==> src/rtl/core/sat_pkg.sv <==
`timescale 1ns / 1ps

package sat_pkg;

   localparam int AddrFieldWidth = 32;
   localparam int IndexWidth     = 4;
   localparam int CountWidth     = 5;
   localparam int MaxTableDepth  = 16;

   localparam logic [AddrFieldWidth-1:0] NoAddress = '1;

   typedef enum logic [1:0] {
      OP_WRITE   = 2'd0,
      OP_FORWARD = 2'd1,
      OP_REVERSE = 2'd2,
      OP_NONE    = 2'd3
   } op_type;

   typedef struct packed {
      logic [AddrFieldWidth-1:0] virtual_base;
      logic [AddrFieldWidth-1:0] raw_size;
      logic [AddrFieldWidth-1:0] raw_pointer;
   } entry_type;

   typedef struct packed {
      logic write;
      logic start;
      logic step;
      logic load_rsp;
   } cmd_type;

   typedef struct packed {
      logic scan_done;
   } status_type;

endpackage

==> src/rtl/core/sat_ctrl.sv <==
`timescale 1ns / 1ps

module sat_ctrl import sat_pkg::*; (
   input  logic       clock,
   input  logic       reset,
   input  logic       req_tvalid,
   output logic       req_tready,
   input  op_type     req_op,
   output logic       rsp_tvalid,
   input  logic       rsp_tready,
   output cmd_type    cmd,
   input  status_type status
);

   typedef enum logic [1:0] {
      ST_IDLE,
      ST_SCAN,
      ST_DELIVER
   } state_type;

   state_type state_ff;
   state_type state_in;
   logic      rsp_valid_ff;
   logic      rsp_valid_in;
   logic      accept;
   logic      is_lookup;
   logic      out_free;

   always_comb begin
      case (req_op) inside
         OP_FORWARD, OP_REVERSE: is_lookup = 1'b1;
         default:                is_lookup = 1'b0;
      endcase
   end

   assign req_tready   = (state_ff == ST_IDLE);
   assign accept       = req_tvalid && req_tready;
   assign out_free     = !rsp_valid_ff || rsp_tready;
   assign cmd.write    = accept && (req_op == OP_WRITE);
   assign cmd.start    = accept && is_lookup;
   assign cmd.step     = (state_ff == ST_SCAN);
   assign cmd.load_rsp = (state_ff == ST_DELIVER) && out_free;
   assign rsp_tvalid   = rsp_valid_ff;

   always_comb begin
      state_in = state_ff;
      case (state_ff)
         ST_IDLE: begin
            if (cmd.start) begin
               state_in = ST_SCAN;
            end
         end
         ST_SCAN: begin
            if (status.scan_done) begin
               state_in = ST_DELIVER;
            end
         end
         ST_DELIVER: begin
            if (out_free) begin
               state_in = ST_IDLE;
            end
         end
         default: state_in = ST_IDLE;
      endcase
   end

   always_comb begin
      if (cmd.load_rsp) begin
         rsp_valid_in = 1'b1;
      end else if (rsp_tready) begin
         rsp_valid_in = 1'b0;
      end else begin
         rsp_valid_in = rsp_valid_ff;
      end
   end

   always_ff @(posedge clock) begin
      if (reset) begin
         state_ff     <= ST_IDLE;
         rsp_valid_ff <= 1'b0;
      end else begin
         state_ff     <= state_in;
         rsp_valid_ff <= rsp_valid_in;
      end
   end

endmodule

==> src/rtl/core/sat_dp.sv <==
`timescale 1ns / 1ps

module sat_dp import sat_pkg::*; #(
   parameter int TableDepth = 16
) (
   input  logic                      clock,
   input  logic                      reset,
   input  cmd_type                   cmd,
   output status_type                status,
   input  logic                      csr_we,
   input  logic [CountWidth-1:0]     csr_wdata,
   input  op_type                    req_op,
   input  logic [IndexWidth-1:0]     req_entry_index,
   input  logic [AddrFieldWidth-1:0] req_virtual_base,
   input  logic [AddrFieldWidth-1:0] req_raw_size,
   input  logic [AddrFieldWidth-1:0] req_raw_pointer,
   input  logic [AddrFieldWidth-1:0] req_lookup_address,
   output logic                      rsp_found,
   output logic [IndexWidth-1:0]     rsp_section_number,
   output logic [AddrFieldWidth-1:0] rsp_offset_in_section,
   output logic [AddrFieldWidth-1:0] rsp_translated_address
);

   localparam int AddrWidth = (TableDepth > 1) ? $clog2(TableDepth) : 1;
   localparam logic [CountWidth-1:0] DepthCount = CountWidth'(TableDepth);

   entry_type                 table_ff [TableDepth];
   logic [CountWidth-1:0]     count_ff;
   logic [CountWidth-1:0]     active_count;

   logic                      forward_ff;
   logic [AddrFieldWidth-1:0] addr_ff;
   logic [CountWidth-1:0]     rd_idx_ff;
   logic [CountWidth-1:0]     rd_idx_in;
   logic                      rd_valid_ff;
   logic                      rd_valid_in;
   logic [IndexWidth-1:0]     rd_tag_ff;
   entry_type                 rd_data_ff;
   logic                      rd_more;

   logic                      hit_ff;
   logic [IndexWidth-1:0]     which_ff;
   logic [AddrFieldWidth-1:0] hit_base_ff;
   logic [AddrFieldWidth-1:0] hit_other_ff;

   logic [AddrFieldWidth-1:0] scan_base;
   logic [AddrFieldWidth-1:0] scan_other;
   logic [AddrFieldWidth-1:0] scan_end;
   logic                      match;
   logic [AddrFieldWidth-1:0] hit_offset;

   assign active_count = (count_ff < DepthCount) ? count_ff : DepthCount;
   assign rd_more      = (rd_idx_ff < active_count);

   always_ff @(posedge clock) begin
      if (reset) begin
         count_ff <= '0;
      end else if (csr_we) begin
         count_ff <= csr_wdata;
      end
   end

   always_ff @(posedge clock) begin
      if (cmd.write && ({1'b0, req_entry_index} < DepthCount)) begin
         table_ff[req_entry_index[AddrWidth-1:0]] <= '{
            virtual_base: req_virtual_base,
            raw_size:     req_raw_size,
            raw_pointer:  req_raw_pointer
         };
      end
   end

   always_ff @(posedge clock) begin
      if (cmd.step && rd_more) begin
         rd_data_ff <= table_ff[rd_idx_ff[AddrWidth-1:0]];
         rd_tag_ff  <= rd_idx_ff[IndexWidth-1:0];
      end
   end

   always_comb begin
      rd_idx_in   = rd_idx_ff;
      rd_valid_in = rd_valid_ff;
      if (cmd.start) begin
         rd_idx_in   = '0;
         rd_valid_in = 1'b0;
      end else if (cmd.step) begin
         rd_valid_in = rd_more;
         if (rd_more) begin
            rd_idx_in = rd_idx_ff + 1'b1;
         end
      end
   end

   always_ff @(posedge clock) begin
      if (reset) begin
         rd_valid_ff <= 1'b0;
         rd_idx_ff   <= '0;
      end else begin
         rd_valid_ff <= rd_valid_in;
         rd_idx_ff   <= rd_idx_in;
      end
   end

   assign scan_base  = forward_ff ? rd_data_ff.virtual_base : rd_data_ff.raw_pointer;
   assign scan_other = forward_ff ? rd_data_ff.raw_pointer : rd_data_ff.virtual_base;
   assign scan_end   = scan_base + rd_data_ff.raw_size;
   assign match      = rd_valid_ff && (addr_ff >= scan_base) && (addr_ff < scan_end);

   always_ff @(posedge clock) begin
      if (cmd.start) begin
         forward_ff <= (req_op == OP_FORWARD);
         addr_ff    <= req_lookup_address;
         hit_ff     <= 1'b0;
      end else if (cmd.step && match) begin
         hit_ff       <= 1'b1;
         which_ff     <= rd_tag_ff;
         hit_base_ff  <= scan_base;
         hit_other_ff <= scan_other;
      end
   end

   assign hit_offset = addr_ff - hit_base_ff;

   always_ff @(posedge clock) begin
      if (cmd.load_rsp) begin
         rsp_found <= hit_ff;
         if (hit_ff) begin
            rsp_section_number     <= which_ff;
            rsp_offset_in_section  <= hit_offset;
            rsp_translated_address <= hit_offset + hit_other_ff;
         end else begin
            rsp_section_number     <= '0;
            rsp_offset_in_section  <= '0;
            rsp_translated_address <= NoAddress;
         end
      end
   end

   assign status.scan_done = !rd_more && !rd_valid_ff;

endmodule

==> src/rtl/core/section_address_translator.sv <==
`timescale 1ns / 1ps

// Section table with forward (virtual to file) and reverse (file to virtual)
// lookups. A write request loads one entry and gives no response. A lookup
// request scans the active entries one per cycle out of a single-read table
// with registered read data, keeps the last entry that covers the address,
// and then loads the response register once the output register is free.
// The next request is taken the cycle after the response load. The block
// holds one lookup at a time; a response waiting in the output register
// does not block the next request. A miss returns found low, zero number
// and offset, and an all-ones translated address. section_count above the
// table depth (the smaller of MAX_SECTIONS and 16) acts as the table depth.
module section_address_translator import sat_pkg::*; #(
   parameter int MAX_SECTIONS = 16
) (
   input  logic         clock,
   input  logic         reset,
   input  logic         req_tvalid,
   output logic         req_tready,
   // [3:0] entry_index, [35:4] virtual_base, [67:36] raw_size,
   // [99:68] raw_pointer, [131:100] lookup_address, [135:132] zero
   input  logic [135:0] req_tdata,
   // [1:0] operation
   input  logic [1:0]   req_tuser,
   output logic         rsp_tvalid,
   input  logic         rsp_tready,
   // [3:0] section_number, [35:4] offset_in_section,
   // [67:36] translated_address, [71:68] zero
   output logic [71:0]  rsp_tdata,
   // [0] found
   output logic         rsp_tuser,
   input  logic         csr_we,
   input  logic [4:0]   csr_wdata
);

   localparam int TableDepth = (MAX_SECTIONS < MaxTableDepth) ? MAX_SECTIONS : MaxTableDepth;

   cmd_type                   cmd;
   status_type                status;
   op_type                    req_op;
   logic [IndexWidth-1:0]     section_number;
   logic [AddrFieldWidth-1:0] offset_in_section;
   logic [AddrFieldWidth-1:0] translated_address;

   assign req_op = op_type'(req_tuser);

   sat_ctrl u_ctrl (
      .clock      (clock),
      .reset      (reset),
      .req_tvalid (req_tvalid),
      .req_tready (req_tready),
      .req_op     (req_op),
      .rsp_tvalid (rsp_tvalid),
      .rsp_tready (rsp_tready),
      .cmd        (cmd),
      .status     (status)
   );

   sat_dp #(
      .TableDepth (TableDepth)
   ) u_dp (
      .clock                  (clock),
      .reset                  (reset),
      .cmd                    (cmd),
      .status                 (status),
      .csr_we                 (csr_we),
      .csr_wdata              (csr_wdata),
      .req_op                 (req_op),
      .req_entry_index        (req_tdata[3:0]),
      .req_virtual_base       (req_tdata[35:4]),
      .req_raw_size           (req_tdata[67:36]),
      .req_raw_pointer        (req_tdata[99:68]),
      .req_lookup_address     (req_tdata[131:100]),
      .rsp_found              (rsp_tuser),
      .rsp_section_number     (section_number),
      .rsp_offset_in_section  (offset_in_section),
      .rsp_translated_address (translated_address)
   );

   assign rsp_tdata = {4'b0000, translated_address, offset_in_section, section_number};

   // A miss always carries zero number and offset and an all-ones translated address.
   assert property (@(posedge clock) disable iff (reset)
      rsp_tvalid && !rsp_tuser |-> rsp_tdata[35:0] == '0 && rsp_tdata[67:36] == NoAddress)
      else $error("miss response carries nonzero payload");

   // Hold off requests for the cycle after a lookup is taken.
   assert property (@(posedge clock) disable iff (reset)
      req_tvalid && req_tready && (req_op == OP_FORWARD || req_op == OP_REVERSE)
      |=> !req_tready)
      else $error("request taken while a lookup is in flight");

   // Scanning never overlaps accepting a request or loading a response.
   assert property (@(posedge clock) disable iff (reset)
      cmd.step |-> !req_tready && !cmd.load_rsp)
      else $error("scan overlaps accept or response load");

   // A response only appears after a load from the datapath.
   assert property (@(posedge clock) disable iff (reset)
      $rose(rsp_tvalid) |-> $past(cmd.load_rsp))
      else $error("response raised without a load");

endmodule
==> config.mk <==
export PLATFORM = sky130hd
export DESIGN_NAME = section_address_translator
export DESIGN_NICKNAME = d
export VERILOG_FILES = /design/src/rtl/core/sat_pkg.sv /design/src/rtl/core/sat_ctrl.sv /design/src/rtl/core/sat_dp.sv /design/src/rtl/core/section_address_translator.sv
export SDC_FILE = /design/constraint.sdc
export NUM_CORES = 2
export LEC_CHECK = 0
export ABC_AREA = 1
export BUFFER_PORTS_ARGS = -buffer_cell sky130_fd_sc_hd__buf_2
export CORE_MARGIN = 2
export CORE_UTILIZATION = 32
export DETAILED_ROUTE_END_ITERATION = 8
export PLACE_DENSITY = 0.48
export SKIP_LAST_GASP = 1
export SYNTH_ARGS = -nofsm -noshare
export SYNTH_HDL_FRONTEND = slang
export SYNTH_SLANG_ARGS = --single-unit
==> constraint.sdc <==
create_clock -name clock -period 7.3 [get_ports clock]
set_clock_uncertainty 0.15 [all_clocks]
set_input_delay 1.46 -clock clock [delete_from_list [all_inputs] [get_ports clock]]
set_output_delay 1.46 -clock clock [all_outputs]
set_load 0.005 [all_outputs]
==> out/metrics.cfg <==
[run_status]
status=finished, final reports clean

[worst_setup_path]
start_kind=flop
worstPathArrival_ps=6140
cp-end-kind=flop
timing_worst_setup_path_type=flop to flop
crit_fanout=127
cp.required_ps=7640

[clock_tree]
holdBufCountCts=0
cts-root-buf=clkbuf_16
htree_num_levels=4
path_clk_slew_ps=60
cts_tree=yes
cts_inserted_buffers=195
postCtsSetupRepairBufs=0
insertion_delay_ps=860
cts_resized=0
clock_path_buffers=3
clock-sinks=1821

[drt]
drtAntennaViolNets=0
wl_per_cell_um=23.89
drc=0
first_pass_iters=5
dr.first_iter.drc_count=4167
via_per_inst=5.099
via_count=47840
routed_wirelength_mm=224.1

[synthesis]
synth.most_common_cell=edfxtp_1
synth_seq_area_share=0.7140
synth-async-reset-ratio=0
synth.top_cells.by_count=edfxtp_1, nor2_1, nand2_1
synth.area.top_cells=edfxtp_1, nor2_1, o21ai_0
synthFlopType=edfxtp_1
syn_area_per_cell_um2=13.00
yosysWarnings=0
synth_top_cell_area_share=0.7100
netlist_instances=5875
netlist_area_um2=76380
ys_seq_elements=1821
synth_top_area_cell=edfxtp_1
yosys.cell_types.count=55
synth_edf_count=1806

[floorplanning]
start_util=0.3214
die-width_um=492.6
die_y_um=492.6
io_pins=223
num_rows=179
core-area_um2=237600
fp.dieArea_um2=242600

[placement]
gp_congestion=0.8707
port_buffers=214
dp_hpwl_mm=130.3

[min_path]
hold_path.class=flop to flop

[sta]
layout_min_cycle_time_ps=5808
relSlewSlack=0.2523
setup_tns_ps=0
worst_pin_slew_ps=1121
timing.hold.ws_ps=275.8
rsz0062_at_grt=false
clock.fmax_mhz=172.2
finalSetupViolations=0
finalHoldViolCount=0
period_share=0.7957
drv_slew=0

[global_routing]
grt_pass1_vias=45500
overflow=0
grt_pass1_wl_mm=321.2
grt_antenna_before_repair=67
grt_max_degree=199
grt_usage=0.1805

[pwr]
clockPowerShare=0.420
combinationalPowerShare=0.066
seqPwrFrac=0.514
swShare=0.2326
vdd_drop_max_mv=0.2353
p_sw_mw=5.279
p_per_area_nw_per_um2=260.0
p_leak_nw=28.87
p_int_mw=17.41

[final_layout]
final_layout_size_suffix_gt1_frac=0.09757
final_nets=6369
area_growth_pct=14.27
fillers=22850

[run]
max-cap-violations=0

cell usage in the layout (no fill, tap or decap), types with 7 or more instances in the layout:
cell and count:
a21o_1 14, a21oi_1 160, a31oi_1 7, buf_12 26, buf_2 214, buf_4 55
bufinv_16 11, clkbuf_1 50, clkbuf_16 197, clkinv_1 36, clkinv_16 7, clkinv_2 38
dfxtp_1 12, edfxtp_1 1806, ha_1 163, inv_1 264, mux2i_1 157, nand2_1 577
nand3_1 235, nand3b_1 12, nand4_1 17, nor2_1 1003, nor2_4 18, nor3_1 23
nor4_1 8, o211ai_1 43, o21a_1 8, o21ai_0 522, o21ai_1 8, o21bai_1 10
o221ai_1 157, o32ai_1 227, xnor2_1 23, xor2_1 28
cell type report:
class                   instances  area (um^2)  share of cell area
clock inverters               106         1026             0.01175
multi-input cells            3471        19560              0.2241
repair buffers                295         2004             0.02296
diodes                          5        12.51           0.0001434
clock buffers                 247         5117             0.05863
well taps                    3167         3963             0.04540
inverters                     271         1056             0.01210
flip-flops and latches       1821        54540              0.6249
cell families (layout without fill, tap and decap cells):
logic type | Yosys count | in the layout | synth area share
compound gates | 1177 | 1177 | 0.09955
fa+ha+maj | 166 | 166 | 0.02749
buf+inv | 586 | 919 | 0.03183
simple gates | 1916 | 1916 | 0.1007
flops | 1821 | 1821 | 0.7140
xor+xnor | 51 | 51 | 0.005848
other cells | 1 | 9 | 0.00004910
mux | 157 | 157 | 0.02058
metal layers:
| layer | track usage | part of all wire | vias to the layer above |
|---|---|---|---|
| li1 | - | - | 22190 |
| met1 | 0.2555 | 0.46 | 23850 |
| met2 | 0.2763 | 0.44 | 1388 |
| met3 | 0.04250 | 0.071 | 375 |
| met4 | 0.05079 | 0.027 | 42 |
| met5 | 0 | 0.0012 | - |
sequential cells by signal (all words and copies together) (netlist names), 2 cells and up:
name,count
u_ctrl.state_ff,2
u_dp.addr_ff,32
u_dp.count_ff,5
u_dp.hit_base_ff,32
u_dp.hit_other_ff,32
u_dp.rd_data_ff,96
u_dp.rd_idx_ff,5
u_dp.rd_tag_ff,4
u_dp.rsp_offset_in_section,32
u_dp.rsp_section_number,4
u_dp.rsp_translated_address,32
u_dp.table_ff,1536
u_dp.which_ff,4
power by group through the flow:
| stage | sequential [mW] | clock [mW] | combinational, mW |
|---|---|---|---|
| after floorplan | 11.8 | 0 | 0.943 |
| after global placement | 11.9 | 0 | 1.49 |
| after detailed placement | 11.9 | 0 | 1.50 |
| after CTS | 11.7 | 9.78 | 1.51 |
| after global routing | 11.7 | 10.2 | 1.68 |
| final | 11.7 | 9.54 | 1.50 |
through the flow:
step                setup WS [ps]  power [mW]  instances  instance area [um^2]    util
floorplan                   377.1       12.79       5878                 76390       -
global placement             1531       13.37       9025                 81130  0.3414
detailed placement           1537       13.38       9025                 81130  0.3414
CTS                          1468       22.94       9378                 87270  0.3673
global route                985.4       23.51       9379                 87270  0.3673
finish                       1492       22.69       9383                 87280  0.3673
final timing paths:
| path | from | endpoint | slack [ps] | depth (start not counted) |
|---|---|---|---|---|
| worst min-delay path | u_dp.rd_tag_ff[2] | u_dp.which_ff[2] | 280 | 0 |
| worst max register to register | u_dp.forward_ff | u_dp.which_ff[3] | 1490 | 23 |
| worst max-delay path | u_dp.forward_ff | u_dp.which_ff[3] | 1490 | 23 |
| worst min register to register | u_dp.rd_tag_ff[2] | u_dp.which_ff[2] | 280 | 0 |
worst max-delay path, stage by stage, from the launching register on:
cell and delay [ps]:
edfxtp_1 430, buf_12 360, nand2_1 80, o21ai_0 340, ha_1 300, inv_1 60, fa_1 420, o21ai_2 330
a21boi_1 200, o21ai_2 280, nand2_1 120, nand2_1 200, nand3b_1 130, nand3_1 90, nand2_1 110, ha_1 300
nand2_1 80, inv_1 50, a311oi_1 260, nand3_1 110, nor2_1 110, nand3_1 130, inv_2 460, buf_12 330
Power figures use the tool's default switching activity.
